## src/hw/rtl/ctrl_a_code_to_ansi_translator_unit_assert.svh

```systemverilog
// Assertion macros for the Ctrl-A translator.
// Expects i_clk and i_rst_n in the scope where a macro is used.
`ifndef CTRL_A_CODE_TO_ANSI_TRANSLATOR_UNIT_ASSERT_SVH
`define CTRL_A_CODE_TO_ANSI_TRANSLATOR_UNIT_ASSERT_SVH

// Consequent must hold in the same cycle as the antecedent.
`define CATA_ASSERT_NOW(lbl, ante, cons, msg) \
    lbl: assert property (@(posedge i_clk) disable iff (!i_rst_n) (ante) |-> (cons)) \
        else $error(msg);

// Consequent must hold in the cycle after the antecedent.
`define CATA_ASSERT_NEXT(lbl, ante, cons, msg) \
    lbl: assert property (@(posedge i_clk) disable iff (!i_rst_n) (ante) |=> (cons)) \
        else $error(msg);

`endif

```

## src/hw/rtl/cata_pkg.sv

```systemverilog
// Shared types and constants for the Ctrl-A to ANSI translator.
// No dependencies.
package cata_pkg;

    localparam int MAX_RUN  = 6;
    localparam int LEN_W    = 3;
    localparam int Q_DEPTH  = 4;

    localparam logic [7:0] C_PREFIX = 8'h01;
    localparam logic [7:0] C_ESC    = 8'h1B;
    localparam logic [7:0] C_BS     = 8'h08;
    localparam logic [7:0] C_CR     = 8'h0D;
    localparam logic [7:0] C_LF     = 8'h0A;
    localparam logic [7:0] C_HIGH   = 8'h7F;
    localparam logic [7:0] C_ZERO   = 8'h30;
    localparam logic [7:0] C_CASE   = 8'h20;

    // One run of output bytes; bytes[0] goes out first.
    typedef struct packed {
        logic [LEN_W-1:0]              len;
        logic [MAX_RUN-1:0][7:0]       bytes;
    } t_desc;

    typedef struct packed {
        logic  valid;
        t_desc desc;
    } t_push;

    typedef struct packed {
        logic full;
        logic empty;
    } t_q_stat;

endpackage

```

## src/hw/rtl/cata_if.sv

```systemverilog
// Valid/ready stream interfaces for the translator's input and output.
// No dependencies.
interface cata_in_if;
    logic       valid;
    logic       ready;
    logic [7:0] in_byte;

    modport source (output valid, output in_byte, input ready);
    modport sink   (input valid, input in_byte, output ready);
endinterface

interface cata_out_if;
    logic       valid;
    logic       ready;
    logic [7:0] out_byte;
    logic       last_of_run;

    modport source (output valid, output out_byte, output last_of_run, input ready);
    modport sink   (input valid, input out_byte, input last_of_run, output ready);
endinterface

```

## src/hw/rtl/cata_front.sv

```systemverilog
// Front end: accepts input bytes, tracks the prefix flag, builds output runs.
// Depends on cata_pkg and cata_if.
module cata_front (
    input  logic                i_clk,
    input  logic                i_rst_n,
    cata_in_if.sink             i_in,
    input  cata_pkg::t_q_stat   i_q_stat,
    output cata_pkg::t_push     o_push,
    output logic                o_prefix_pending
);

    logic                r_prefix;
    logic                n_prefix;
    logic                w_accept;
    logic [7:0]          w_raw;
    logic [7:0]          w_up;
    logic [7:0]          w_cnt;
    logic [6:0]          w_rem;
    logic [14:0]         w_prod;
    logic [3:0]          w_tens;
    logic [3:0]          w_ones;
    cata_pkg::t_desc     w_code;
    cata_pkg::t_desc     w_desc;

    function automatic logic [2:0] fg_digit(input logic [7:0] c);
        logic [2:0] d;
        d = 3'd0;
        case (c)
            "K":     d = 3'd0;
            "R":     d = 3'd1;
            "G":     d = 3'd2;
            "Y":     d = 3'd3;
            "B":     d = 3'd4;
            "M":     d = 3'd5;
            "C":     d = 3'd6;
            "W":     d = 3'd7;
            default: d = 3'd0;
        endcase
        return d;
    endfunction

    assign i_in.ready = !i_q_stat.full;
    assign w_accept   = i_in.valid && i_in.ready;
    assign w_raw      = i_in.in_byte;
    assign w_up       = (w_raw >= "a" && w_raw <= "z") ? w_raw - cata_pkg::C_CASE : w_raw;

    // Decimal split of the cursor count (0..128); rem*205>>11 is rem/10 for rem < 100.
    assign w_cnt  = w_raw - cata_pkg::C_HIGH;
    assign w_rem  = (w_cnt >= 8'd100) ? 7'(w_cnt - 8'd100) : w_cnt[6:0];
    assign w_prod = 15'(w_rem) * 15'd205;
    assign w_tens = w_prod[14:11];
    assign w_ones = 4'(w_rem - 7'(w_tens) * 7'd10);

    always_comb begin
        w_code       = '0;
        w_code.bytes[0] = cata_pkg::C_ESC;
        w_code.bytes[1] = "[";
        case (w_up) inside
            "K", "R", "G", "Y", "B", "M", "C", "W": begin
                w_code.bytes[2] = "3";
                w_code.bytes[3] = cata_pkg::C_ZERO + {5'd0, fg_digit(w_up)};
                w_code.bytes[4] = "m";
                w_code.len      = 3'd5;
            end
            ["0":"7"]: begin
                w_code.bytes[2] = "4";
                w_code.bytes[3] = w_up;
                w_code.bytes[4] = "m";
                w_code.len      = 3'd5;
            end
            "A": begin
                w_code.bytes[0] = cata_pkg::C_PREFIX;
                w_code.len      = 3'd1;
            end
            "<": begin
                w_code.bytes[0] = cata_pkg::C_BS;
                w_code.len      = 3'd1;
            end
            "[": begin
                w_code.bytes[0] = cata_pkg::C_CR;
                w_code.len      = 3'd1;
            end
            "]": begin
                w_code.bytes[0] = cata_pkg::C_LF;
                w_code.len      = 3'd1;
            end
            ">": begin
                w_code.bytes[2] = "K";
                w_code.len      = 3'd3;
            end
            "L": begin
                w_code.bytes[2] = "2";
                w_code.bytes[3] = "J";
                w_code.len      = 3'd4;
            end
            "-", "_", "N": begin
                w_code.bytes[2] = "0";
                w_code.bytes[3] = "m";
                w_code.len      = 3'd4;
            end
            "H": begin
                w_code.bytes[2] = "1";
                w_code.bytes[3] = "m";
                w_code.len      = 3'd4;
            end
            "I": begin
                w_code.bytes[2] = "5";
                w_code.bytes[3] = "m";
                w_code.len      = 3'd4;
            end
            ".", ",", ";": begin
                w_code.len = 3'd0;
            end
            default: begin
                if (w_raw >= cata_pkg::C_HIGH) begin
                    if (w_cnt >= 8'd100) begin
                        w_code.bytes[2] = "1";
                        w_code.bytes[3] = cata_pkg::C_ZERO + {4'd0, w_tens};
                        w_code.bytes[4] = cata_pkg::C_ZERO + {4'd0, w_ones};
                        w_code.bytes[5] = "C";
                        w_code.len      = 3'd6;
                    end else if (w_cnt >= 8'd10) begin
                        w_code.bytes[2] = cata_pkg::C_ZERO + {4'd0, w_tens};
                        w_code.bytes[3] = cata_pkg::C_ZERO + {4'd0, w_ones};
                        w_code.bytes[4] = "C";
                        w_code.len      = 3'd5;
                    end else begin
                        w_code.bytes[2] = cata_pkg::C_ZERO + {4'd0, w_ones};
                        w_code.bytes[3] = "C";
                        w_code.len      = 3'd4;
                    end
                end else if (w_raw == 8'd0) begin
                    w_code.bytes[0] = cata_pkg::C_PREFIX;
                    w_code.len      = 3'd1;
                end else begin
                    w_code.bytes[0] = cata_pkg::C_PREFIX;
                    w_code.bytes[1] = w_raw;
                    w_code.len      = 3'd2;
                end
            end
        endcase
    end

    // Pick the run for this byte: code translation, prefix swallow or pass-through.
    always_comb begin
        n_prefix = r_prefix;
        w_desc   = '0;
        if (r_prefix) begin
            w_desc = w_code;
        end else if (w_raw != cata_pkg::C_PREFIX) begin
            w_desc.bytes[0] = w_raw;
            w_desc.len      = 3'd1;
        end
        if (w_accept) begin
            n_prefix = !r_prefix && (w_raw == cata_pkg::C_PREFIX);
        end
    end

    assign o_push.valid     = w_accept && (w_desc.len != '0);
    assign o_push.desc      = w_desc;
    assign o_prefix_pending = r_prefix;

    always_ff @(posedge i_clk) begin
        if (!i_rst_n) begin
            r_prefix <= 1'b0;
        end else begin
            r_prefix <= n_prefix;
        end
    end

endmodule

```

## src/hw/rtl/cata_queue.sv

```systemverilog
// Small run queue between front and back end.
// Depends on cata_pkg.
module cata_queue #(
    parameter int DEPTH = cata_pkg::Q_DEPTH
) (
    input  logic                i_clk,
    input  logic                i_rst_n,
    input  cata_pkg::t_push     i_push,
    input  logic                i_pop,
    output cata_pkg::t_desc     o_head,
    output cata_pkg::t_q_stat   o_stat
);

    localparam int PTR_W = (DEPTH > 1) ? $clog2(DEPTH) : 1;
    localparam int CNT_W = $clog2(DEPTH + 1);

    cata_pkg::t_desc     r_mem [DEPTH];
    logic [PTR_W-1:0]    r_wr;
    logic [PTR_W-1:0]    r_rd;
    logic [CNT_W-1:0]    r_cnt;
    logic [PTR_W-1:0]    n_wr;
    logic [PTR_W-1:0]    n_rd;
    logic [CNT_W-1:0]    n_cnt;
    logic                w_push;
    logic                w_pop;

    assign o_stat.full  = (r_cnt == CNT_W'(DEPTH));
    assign o_stat.empty = (r_cnt == '0);
    assign o_head       = r_mem[r_rd];

    assign w_push = i_push.valid && !o_stat.full;
    assign w_pop  = i_pop && !o_stat.empty;

    always_comb begin
        n_wr  = r_wr;
        n_rd  = r_rd;
        n_cnt = r_cnt;
        if (w_push) begin
            n_wr = (r_wr == PTR_W'(DEPTH - 1)) ? '0 : r_wr + 1'b1;
        end
        if (w_pop) begin
            n_rd = (r_rd == PTR_W'(DEPTH - 1)) ? '0 : r_rd + 1'b1;
        end
        if (w_push && !w_pop) begin
            n_cnt = r_cnt + 1'b1;
        end else if (w_pop && !w_push) begin
            n_cnt = r_cnt - 1'b1;
        end
    end

    always_ff @(posedge i_clk) begin
        if (w_push) begin
            r_mem[r_wr] <= i_push.desc;
        end
    end

    always_ff @(posedge i_clk) begin
        if (!i_rst_n) begin
            r_wr  <= '0;
            r_rd  <= '0;
            r_cnt <= '0;
        end else begin
            r_wr  <= n_wr;
            r_rd  <= n_rd;
            r_cnt <= n_cnt;
        end
    end

endmodule

```

## src/hw/rtl/cata_back.sv

```systemverilog
// Back end: walks the head run byte by byte into the output register.
// Depends on cata_pkg and cata_if.
module cata_back (
    input  logic                i_clk,
    input  logic                i_rst_n,
    input  cata_pkg::t_desc     i_head,
    input  cata_pkg::t_q_stat   i_q_stat,
    output logic                o_pop,
    cata_out_if.source          o_out
);

    logic [cata_pkg::LEN_W-1:0] r_idx;
    logic [cata_pkg::LEN_W-1:0] n_idx;
    logic                       r_valid;
    logic                       n_valid;
    logic [7:0]                 r_byte;
    logic                       r_last;
    logic                       w_free;
    logic                       w_emit;
    logic                       w_is_last;

    assign w_free    = !r_valid || o_out.ready;
    assign w_emit    = w_free && !i_q_stat.empty;
    assign w_is_last = (r_idx == i_head.len - 1'b1);
    assign o_pop     = w_emit && w_is_last;

    always_comb begin
        n_idx   = r_idx;
        n_valid = r_valid;
        if (w_free) begin
            n_valid = w_emit;
        end
        if (w_emit) begin
            n_idx = w_is_last ? '0 : r_idx + 1'b1;
        end
    end

    // Payload loads whenever a byte is emitted; hold otherwise.
    always_ff @(posedge i_clk) begin
        if (w_emit) begin
            r_byte <= i_head.bytes[r_idx];
            r_last <= w_is_last;
        end
    end

    always_ff @(posedge i_clk) begin
        if (!i_rst_n) begin
            r_idx   <= '0;
            r_valid <= 1'b0;
        end else begin
            r_idx   <= n_idx;
            r_valid <= n_valid;
        end
    end

    assign o_out.valid       = r_valid;
    assign o_out.out_byte    = r_byte;
    assign o_out.last_of_run = r_last;

endmodule

```

## src/hw/rtl/ctrl_a_code_to_ansi_translator_unit.sv

```systemverilog
// Ctrl-A markup to ANSI translator, top level.
// Depends on cata_pkg, cata_if, cata_front, cata_queue, cata_back and the assert header.
//
// Usage:
//   i_in  (valid/ready/in_byte): one raw text byte per accepted request.
//   o_out (valid/ready/out_byte/last_of_run): translated bytes, one per
//   request; last_of_run marks the final byte produced for an input byte.
//   Plain bytes pass through; 0x01 arms a prefix and the next byte selects a
//   control code, an ANSI escape, nothing (delay codes), a cursor-right move,
//   or, for other codes, the prefix and the code byte as they are.
// Path: the front classifies a byte in its accept cycle, its run lands in
//   the queue, and the back end then moves it into the output register.
// Throughput: the output register moves one byte per cycle while o_out.ready
//   is high; an input byte expands to 0 to 6 output bytes. Input accepts
//   one byte per cycle while the Q_DEPTH-entry run queue has room; runs of
//   zero bytes never enter the queue.
// Reset: synchronous, active low; clears the prefix flag, empties the queue
//   and drops the output valid.
// Stall: with o_out.ready low the output byte holds, the back end stops
//   walking its run, and i_in.ready falls once the queue fills.
`include "ctrl_a_code_to_ansi_translator_unit_assert.svh"

module ctrl_a_code_to_ansi_translator_unit #(
    parameter int Q_DEPTH = cata_pkg::Q_DEPTH
) (
    input  logic        i_clk,
    input  logic        i_rst_n,
    cata_in_if.sink     i_in,
    cata_out_if.source  o_out
);

    cata_pkg::t_push    w_push;
    cata_pkg::t_desc    w_head;
    cata_pkg::t_q_stat  w_q_stat;
    logic               w_pop;
    logic               w_prefix;

    // Front: classify each byte and build its output run.
    cata_front u_front (
        .i_clk            (i_clk),
        .i_rst_n          (i_rst_n),
        .i_in             (i_in),
        .i_q_stat         (w_q_stat),
        .o_push           (w_push),
        .o_prefix_pending (w_prefix)
    );

    // Queue: decouple input acceptance from output stalls.
    cata_queue #(
        .DEPTH (Q_DEPTH)
    ) u_queue (
        .i_clk   (i_clk),
        .i_rst_n (i_rst_n),
        .i_push  (w_push),
        .i_pop   (w_pop),
        .o_head  (w_head),
        .o_stat  (w_q_stat)
    );

    // Back: emit the head run one byte per cycle while the output is ready.
    cata_back u_back (
        .i_clk    (i_clk),
        .i_rst_n  (i_rst_n),
        .i_head   (w_head),
        .i_q_stat (w_q_stat),
        .o_pop    (w_pop),
        .o_out    (o_out)
    );

    // A bare prefix byte arms the flag.
    `CATA_ASSERT_NEXT(a_prefix_arm,
        i_in.valid && i_in.ready && !w_prefix && i_in.in_byte == cata_pkg::C_PREFIX,
        w_prefix, "prefix byte did not arm the flag")
    // The byte after a prefix always disarms it.
    `CATA_ASSERT_NEXT(a_prefix_clear, i_in.valid && i_in.ready && w_prefix,
        !w_prefix, "prefix flag survived its code byte")
    // A full queue must back-pressure the input.
    `CATA_ASSERT_NOW(a_full_stall, w_q_stat.full, !i_in.ready,
        "input ready while run queue full")
    // Output only starts from a queued run.
    `CATA_ASSERT_NOW(a_out_from_queue, $rose(o_out.valid), $past(!w_q_stat.empty),
        "output valid rose with empty queue")

endmodule
```

## src/flat_wrapper.sv

```systemverilog
// flat-port wrapper written by rule: the top's interface ports become plain ports
module ctrl_a_code_to_ansi_translator_unit_flat 
#(
    parameter int Q_DEPTH = cata_pkg::Q_DEPTH
)
  (i_clk, i_rst_n, i_in_valid, i_in_in_byte, i_in_ready, o_out_valid, o_out_out_byte, o_out_last_of_run, o_out_ready);
  cata_in_if i_in_i ();
  cata_out_if o_out_i ();
  input  logic i_clk;
  input  logic i_rst_n;
  input wire logic [$bits(i_in_i.valid)-1:0] i_in_valid;
  input wire logic [$bits(i_in_i.in_byte)-1:0] i_in_in_byte;
  output wire logic [$bits(i_in_i.ready)-1:0] i_in_ready;
  output wire logic [$bits(o_out_i.valid)-1:0] o_out_valid;
  output wire logic [$bits(o_out_i.out_byte)-1:0] o_out_out_byte;
  output wire logic [$bits(o_out_i.last_of_run)-1:0] o_out_last_of_run;
  input wire logic [$bits(o_out_i.ready)-1:0] o_out_ready;
  assign i_in_i.valid = i_in_valid;
  assign i_in_i.in_byte = i_in_in_byte;
  assign i_in_ready = i_in_i.ready;
  assign o_out_valid = o_out_i.valid;
  assign o_out_out_byte = o_out_i.out_byte;
  assign o_out_last_of_run = o_out_i.last_of_run;
  assign o_out_i.ready = o_out_ready;
  ctrl_a_code_to_ansi_translator_unit #(.Q_DEPTH(Q_DEPTH)) u_core (.i_clk(i_clk), .i_rst_n(i_rst_n), .i_in(i_in_i), .o_out(o_out_i));
endmodule
```

## config.mk

```make
export PLATFORM = sky130hd
export DESIGN_NAME = ctrl_a_code_to_ansi_translator_unit_flat
export DESIGN_NICKNAME = d
export VERILOG_FILES = /design/src/hw/rtl/cata_pkg.sv /design/src/hw/rtl/cata_if.sv /design/src/hw/rtl/cata_front.sv /design/src/hw/rtl/cata_queue.sv /design/src/hw/rtl/cata_back.sv /design/src/hw/rtl/ctrl_a_code_to_ansi_translator_unit.sv /design/src/flat_wrapper.sv
export VERILOG_INCLUDE_DIRS = /design/src /design/src/hw/rtl
export SDC_FILE = /design/constraint.sdc
export NUM_CORES = 1
export LEC_CHECK = 0
export ABC_CLOCK_PERIOD_IN_PS = 7700
export CORE_MARGIN = 2
export CORE_UTILIZATION = 35
export DETAILED_ROUTE_END_ITERATION = 16
export DONT_BUFFER_PORTS = 1
export SETUP_SLACK_MARGIN = 0.2
export SLEW_MARGIN = 20
export SYNTH_ARGS = -nofsm -noshare
export SYNTH_HDL_FRONTEND = slang
export SYNTH_SLANG_ARGS = --single-unit
```

## constraint.sdc

```tcl
create_clock -name i_clk -period 7.7 [get_ports i_clk]
set_input_delay 0 -clock i_clk [delete_from_list [all_inputs] [get_ports i_clk]]
set_output_delay 0 -clock i_clk [all_outputs]
set_load 0.01 [all_outputs]
```

==> results of run 1 <==
[what timing repair did]
action / 4_1_cts / 5_1_grt
hold buffers: 10 / 0
endpoints found under the hold margin: 62 / 0
gates resized for setup: 0 / 0
[cell usage after synthesis, drive strengths merged (3+ instances only)]
cell	count
mux2i	6
o211ai	5
nand2b	8
or2	4
mux2	6
dfxtp	14
nor4b	3
and3	5
nand4	3
nand2	45
xnor2	14
a31oi	5
ha	52
nor2	38
fa	10
o21a	9
xor2	8
a21boi	8
inv	47
a21o	5
buf	18
nor2b	13
or3	5
edfxtp	165
nor3	12
clkbuf	13
o21ai	30
o31ai	6
a21oi	32
nand3	20
a211oi	5
and2	10
mux4	47
[through the flow]
step	instance area [um2]	power, mW	worst slack [ns]
floorplan	9610	2.20	1.49
global placement	9940	2.47	0.929
detailed placement	9940	2.48	0.682
CTS	10600	3.32	1.12
global route	10700	3.51	0.585
finish	10700	3.29	1.09
[logic make-up after synthesis]
family | synth area share
flops | 0.546
simple gates | 0.0951
compound gates | 0.0889
buf+inv | 0.0332
fa+ha+maj | 0.0888
mux | 0.124
xor+xnor | 0.0232
other cells | 0.000391
[registers in the layout, summed over array words and instances (netlist names), named ones only]
register,flops
u_core.u_back.o_out.last_of_run,1
u_core.u_queue.r_wr,2
u_core.u_queue.r_mem,156
u_core.u_queue.r_rd,2
u_core.u_back.o_out.out_byte,8
u_core.u_back.r_idx,3
u_core.u_queue.r_cnt,3
u_core.u_back.o_out.valid,1
u_core.u_front.o_prefix_pending,1
[layout make-up]
type | instances | share of cell area
Sequential cell | 179 | 0.492
Multi-Input combinational cell | 452 | 0.381
Clock buffer | 19 | 0.0406
Tap cell | 341 | 0.0400
Timing Repair Buffer | 17 | 0.0174
Inverter | 47 | 0.0166
Clock inverter | 12 | 0.0127
[layer usage]
| layer | track usage | part of all wire | vias up |
|---|---|---|---|
| met1 | 0.207 | 0.46 | 2848 |
| li1 | - | - | 2675 |
| met3 | 0.0243 | 0.051 | 25 |
| met5 | 0 | 0 | - |
| met2 | 0.240 | 0.47 | 170 |
| met4 | 0.0412 | 0.015 | 0 |
[worst max-delay path by stage]
| stage | slack [ns] | cells after the start | from | end |
|---|---|---|---|---|
| global route | 0.58 | 27 | i_in_in_byte[0] | u_core.u_queue.r_mem[0][19] |
| floorplan | 1.49 | 28 | i_in_in_byte[0] | u_core.u_queue.r_mem[0][19] |
| detailed placement | 0.68 | 27 | i_in_in_byte[0] | u_core.u_queue.r_mem[0][27] |
| CTS | 1.12 | 27 | i_in_in_byte[0] | u_core.u_queue.r_mem[1][27] |
| global placement | 0.93 | 27 | i_in_in_byte[0] | u_core.u_queue.r_mem[1][27] |
| finish | 1.09 | 27 | i_in_in_byte[0] | u_core.u_queue.r_mem[1][27] |
[power groups by stage]
stage          clock [mW]  combinational, mW  sequential [mW]
2_1_floorplan           0              0.912             1.29
3_3_place_gp            0               1.14             1.33
3_5_place_dp            0               1.15             1.33
4_1_cts             0.846               1.16             1.31
5_1_grt             0.884               1.30             1.32
6_report            0.831               1.15             1.31
==> summary.md, run 1 <==
The number of clock sinks seen by CTS was 179. The max-slew headroom at the worst pin came out at 0.295. The via count is 5718. The part of the power in the clock network came out at 0.253. The tools report the number of antenna violations at the first check in global routing as 0. Ranked by total cell area, the synthesized netlist is headed by edfxtp_1, mux4_2, ha_1.

Wires add up to 20.4 mm. The final setup violation count is 0, and the number of post-CTS setup repair buffers is 0. The synthesis warning total came out at 0.

The most frequent standard cell in the layout excluding fill and tap cells was edfxtp_1. In the routed layout, each cell is associated on average with a via count of 5.36. The detail route stage leaves a number of antenna-violating nets equal to 0. Buffers placed on the I/O ports in this run total 0. Post-synthesis async set-or-reset flop share: 0. Final cell utilization of the core: 0.395. The flow ran to the end, and the final reports show no timing, DRC or antenna violations. The power per unit of standard cell area was 309 nW/um2.

The endpoint identified for the worst register-to-register timing path is u_core.u_queue.r_cnt[2]. Cell taking the most area after synthesis: edfxtp_1. The number of antenna diodes in the final layout is 0.

The share of total power in sequential cells is 0.397, and the share of the synthesized area in the top cell type is 0.517. The overall die width came out at 169 um. Counting cells, the worst reg-to-reg path comes to 14. The cell repeated most along the worst path is ha_1. The routed design could run at a clock period as short as 6.61 ns. In this run the power spent charging and discharging nets is 1.07 mW. The initial standard-cell utilization of the core came out at 0.356. For the clock tree buffer depth, the log shows 2.

Setup repair after global routing left no endpoint under its margin. Top cell family by delay on the critical path: adder cells. The share of final-layout standard cells stronger than drive strength 1 came out at 0.157. Actual slew at the worst max-slew pin: 1.06 ns. The via count of the first global-routing pass was 5781. For the max capacitance violation total, the log shows 0. The run gives 3.69 nW as the leakage dissipation. The peak fanout along the critical path was 15. The tools report the final worst hold slack as 0.0468 ns. For this run, the slowest stage of the critical path takes 0.51 ns.

The overall fraction of global-route tracks in use came out at 0.148. In this run, synthesis inferred 165 flip-flops with an integrated enable. The sequential element share of the synthesized area was 0.546.

At the later pin of the worst-skew pair, clock insertion delay measures 0.42 ns. The logs give 0 for the final count of hold timing violations and 591 for the iteration-0 DRC count of the detailed router. The DRC violations left came out at 0. The critical hold path startpoint is i_in_in_byte[2]. The tools report the first-pass iteration count of the detailed router as 5.

In this run the mean area of a mapped cell was 13.7 um2. In the final layout, the multi-input gates occupy 4060 um2. For the total clock buffers created by CTS, the log shows 17.

The first-pass GRT wire length was 32.3 mm. STA classifies the critical path startpoint as an input pin. The type of the setup path with the least slack was in -> reg. The sum of negative setup slack is 0 ns, and the total congestion overflow is 0. The tools report the required time at the endpoint of the critical path as 7.91 ns.

Type of element capturing the critical path: a flop. Among all stages on the critical path, the largest delay is contributed by fa_1. Across the whole layout, storage elements account for 5240 um2.

Clock-pin slew was measured on the worst setup and hold paths at 0.06 ns. The synthesized cell area was 9580 um2. Arrival time of data at the critical path endpoint: 6.81 ns. After legalization and detailed placement, the total HPWL measured 13.7 mm.

The net switching share of the total power came out at 0.324. The worst hold path was traced through 2 stages. At the end of routability-driven placement, the weighted congestion stood at 0.846. Entering global routing, the biggest net connects 40 pins. The cell count after placement is 1024, and the net total in the final layout is 788. The most used flip-flop cell after synthesis is edfxtp_1.

The number of buffer and inverter instances along the worst setup path was 4; the final count of pins violating max slew was 0. After filler insertion, the fill cell instance count of the layout stands at 2467. Relative to the synthesized area, the layout overhead comes to 11.2%. The endpoint of the worst hold-timing path is u_core.u_queue.r_mem[3][10].

Synthesis produced 702 cells. The tools report the internal power of the cells as 2.22 mW. The root buffer cell chosen for the clock tree is clkbuf_16. The library cells used most frequently in the layout, excluding fill and tap cells, are edfxtp_1, ha_1, mux4_2. The setup slack on the worst flop-to-flop path was 4.10 ns; the height of the die was 169 um. The number of register bits inferred by synthesis was 179. Area enclosed by the die boundary: 28700 um2. Final critical-path share of the clock period: 0.858. The core region is 27000 um2. Derived from the worst setup path, the maximum achievable clock frequency is 151 MHz. The number of placed I/O pins was 23. For the final database, setup skew stands at 0.00775 ns. TritonCTS built the clock tree. The tools report the part of the power in combinational logic as 0.350.

Path class of the lowest-slack min-delay path: in -> reg. The logs give 4 for the H-tree depth reported by CTS and 73 for the number of distinct library cells after synthesis. VDD sags by at most 0.000167 V. The average wire per standard cell is 19.1 um. Leaving out filler cells and counting taps, the final layout contains 1067. The floorplan row count was 60.
No activity file was read; power rests on OpenSTA's default activity.
==> inputs of run 2 (changes only) <==
ABC_AREA = 1   (was default)
CTS_CLUSTER_SIZE = 20   (was default)
==> summary.md, run 2 <==
The first-pass GRT wire length was 36.6 mm (+13%); the number of cells on the worst hold path was 2 (unchanged). The largest stage delay on the critical path came out at 0.47 ns (-0.04 ns). Commonest register cell after synthesis: edfxtp_1.

Top cell family by delay on the critical path: adder cells. The synthesis warning total is 0 (unchanged). The tools report the final setup violation count as 0 (unchanged).

The tools report the net total in the final layout as 1078 (+37%). The run gives 0.356 (+0.000418) as the initial standard-cell utilization of the core. The H-tree depth reported by CTS was 4 (unchanged); the area enclosed by the die boundary was 28800 um2 (+0.11%).

The most frequent standard cell in the layout excluding fill and tap cells was edfxtp_1. The share of the synthesized area in the top cell type was 0.516 (-0.000607); the worst-case clock skew was 0.00694 ns (-0.000806 ns). Height of the die: 170 um (about the same). The floorplan row count came out at 60 (unchanged).

The most common cell in the synthesized netlist is edfxtp_1. The final critical-path share of the clock period was 0.787 (-0.0713). The floorplan core area came out at 27000 um2 (unchanged). The largest register by flop count is u_core.u_queue.r_mem. The number of placed I/O pins came out at 23 (unchanged).

The worst setup path is of the in -> reg kind. Setup repair after global routing left no endpoint under its margin. The logs give 17 (unchanged) for the total clock buffers created by CTS and 0.166 (+0.0175) for the overall fraction of global-route tracks in use.

The required time at the endpoint of the critical path was 7.83 ns (-0.08 ns). The logs give 0 (unchanged) for the number of post-CTS setup repair buffers and 0 ns (unchanged) for the sum of negative setup slack. The peak supply drop is 0.000227 V (+36%), and the clock tree buffer depth is 2 (unchanged).

For the final cell utilization of the core, the log shows 0.398 (+0.00274). The minimum clock period after layout works out to 6.06 ns (-0.549 ns). TritonCTS built the clock tree. Clock tree synthesis selected as its root buffer the cell clkbuf_16. The overall die width is 170 um (about the same). The detailed-placement wirelength estimate came out at 15.2 mm (+11%). edfxtp_1 takes more of the synthesized area than any other cell. The final count of pins violating max slew was 0 (unchanged); the number of distinct library cells after synthesis was 46 (-37%). The pin count of the biggest net entering global routing was 79 (+98%); the flip-flop count of the largest register after layout was 156 (unchanged).

The routed via count divided by cell count came out at 5.18 (-3.3%). For the synthesized cell area, the log shows 9590 um2 (+0.12%). Final worst hold slack: 0.0250 ns (-0.0218 ns).

Final count of hold timing violations: 0 (unchanged). The share of final-layout standard cells stronger than drive strength 1 came out at 0.0747 (-0.0823). The logs give 22.8 mm (+12%) for the post-detailed-routing wire length and 179 (unchanged) for the number of clock sinks seen by CTS. The tools report the synthesized instance count as 990 (+41%). Count of input and output buffers: 0 (unchanged). Max-slew headroom at the worst pin: 0.265 (-0.0302). The average wire per standard cell works out to 16.8 um (-12%).

The run gives 0.43 ns (about the same) as the clock latency on the worst-skew pair. The peak fanout along the critical path was 11 (-4). Type of element capturing the critical path: a flop. For the maximum clock frequency, the log shows 165 MHz (+9.1%). The first-pass iteration count of the detailed router was 5 (unchanged); the post-synthesis async set-or-reset flop share was 0 (unchanged). The synthesized area per cell was 9.69 um2 (-29%). The run finished with clean final reports. The run gives 7039 (+23%) as the via count. The number of buffer and inverter instances along the worst setup path is 7 (+3), and the sequential element share of the synthesized area is 0.546 (-0.000641).

The logs give 2575 (+4.4%) for the filler cell count in the final layout and 6.19 ns (-0.62 ns) for the arrival time of data at the critical path endpoint. From synthesis to final layout, the design area changed by 11.8%. The actual slew at the worst max-slew pin was 1.10 ns (+0.0413 ns). The cell repeated most along the worst path is nand2_1.

The commonest cells after synthesis are edfxtp_1, nand2_1, nor2_1. The DRC violations left is 0 (unchanged), and the number of register bits inferred by synthesis is 179 (unchanged). The via count of the first global-routing pass came out at 6676 (+15%).

Number of cells upsized or downsized after cts: 0 (unchanged). The max capacitance violation total came out at 0 (unchanged). The number of enable-type register cells in the synthesized netlist was 165 (unchanged); the weighted congestion reported at the end of routability-driven placement was 0.920 (+8.8%). The leakage dissipation was 4.40 nW (+19%). The worst hold path belongs to the class in -> reg. The worst setup path is launched from an input pin.

Total congestion overflow: 0 (unchanged). The number of cells on the critical path works out to 38 (+41%). In the post-synthesis netlist, the biggest area contributors are edfxtp_1, ha_1, nand2_1. The tools report the number of antenna cells inserted as 0 (unchanged). The number of cells on the worst reg-to-reg path was 15 (+1).

For the number of antenna violations at the first check in global routing, the log shows 0 (unchanged). The library cells used most frequently in the layout, excluding fill and tap cells, are edfxtp_1, nand2_1, nor2_1. Clock edge transition at the registers on the reported setup and hold paths: 0.07 ns (about the same). The iteration-0 DRC count of the detailed router was 650 (+10%).

The slowest cell on the critical path was fa_1. The power per unit of standard cell area was 332 nW/um2 (+7.6%). The remaining antenna violation count after routing was 0 (unchanged).
==> run 2: cell count changes after synthesis, moves of 9 or more <==
cell,previous run,this run
mux4_2,47,0
a22o_1,2,11
nand3_1,16,48
a21oi_1,31,44
nor2_1,38,137
nor2b_1,13,0
nand2_1,45,146
inv_1,45,108
o21ai_0,23,98
o22ai_1,0,35
clkbuf_1,13,28
xnor2_1,14,0
==> run 2: final timing paths <==
| check | end | startpoint | slack, ns |
|---|---|---|---|
| hold reg to reg | u_core.u_queue.r_cnt[2] | u_core.u_queue.r_cnt[2] | 0.50 |
| hold / removal | u_core.u_queue.r_mem[1][6] | i_in_in_byte[6] | 0.03 |
| setup reg to reg | u_core.u_queue.r_cnt[1] | flop | 3.62 |
| setup / recovery | u_core.u_queue.r_mem[2][19] | i_in_in_byte[0] | 1.64 |
==> run 2: stage by stage <==
step           cells  setup slack, ns  area, um2  power, mW
2_1_floorplan    997             1.93       9620       2.31
3_3_place_gp    1316             1.46      10000       2.69
3_5_place_dp    1316             1.29      10000       2.70
4_1_cts         1358             1.72      10700       3.59
5_1_grt         1358             1.02      10700       3.83
6_report        1358             1.64      10700       3.56
==> run 2: metal layers <==
| metal | GRT usage | wire [um] | share of wire |
|---|---|---|---|
| met3 | 0.0319 | 1400 | 0.061 |
| met2 | 0.270 | 10500 | 0.46 |
| met5 | 0 | 0 | 0 |
| met4 | 0.0483 | 405 | 0.018 |
| met1 | 0.225 | 10500 | 0.46 |
==> run 2: cell type report <==
class	instances	area, um2	share of cell area
timing repair buffer	21	183	0.0170
inverter	117	439	0.0409
tap	341	427	0.0398
sequential	179	5240	0.488
clock buffer	18	429	0.0400
multi-input combinational	668	3840	0.358
clock inverter	14	178	0.0166
==> run 2: cells by family after synthesis <==
kind of cell	count (synthesis)	share of synthesized area
adder cells (fa/ha/maj)	62	0.0887
XOR/XNOR	13	0.0119
flip-flops	179	0.546
buffers and inverters	150	0.0602
AND/OR/NAND/NOR	371	0.164
AO/OA/AOI/OAI	214	0.129
other	1	0.000391
==> run 2: what timing repair did <==
action	CTS	global route
endpoints found under the setup margin	0	0
endpoints found under the hold margin	58	0
hold buffers	10	0
==> run 2: where the power goes <==
| part | switching, mW | internal, mW |
|---|---|---|
| logic | 0.911 | 0.453 |
| clock network | 0.367 | 0.516 |
| registers | 0.0598 | 1.25 |
| total | 1.34 | 2.22 |
==> run 2: worst reg2reg max path, delay by kind of cell, from the launching register on <==
family                   cells  cell delay (ns)
buffers and inverters        5             1.64
XOR/XNOR                     2             0.33
AND/OR/NAND/NOR              2             0.34
adder cells (fa/ha/maj)      3             0.81
flip-flops                   1             0.31
AO/OA/AOI/OAI                3             0.55
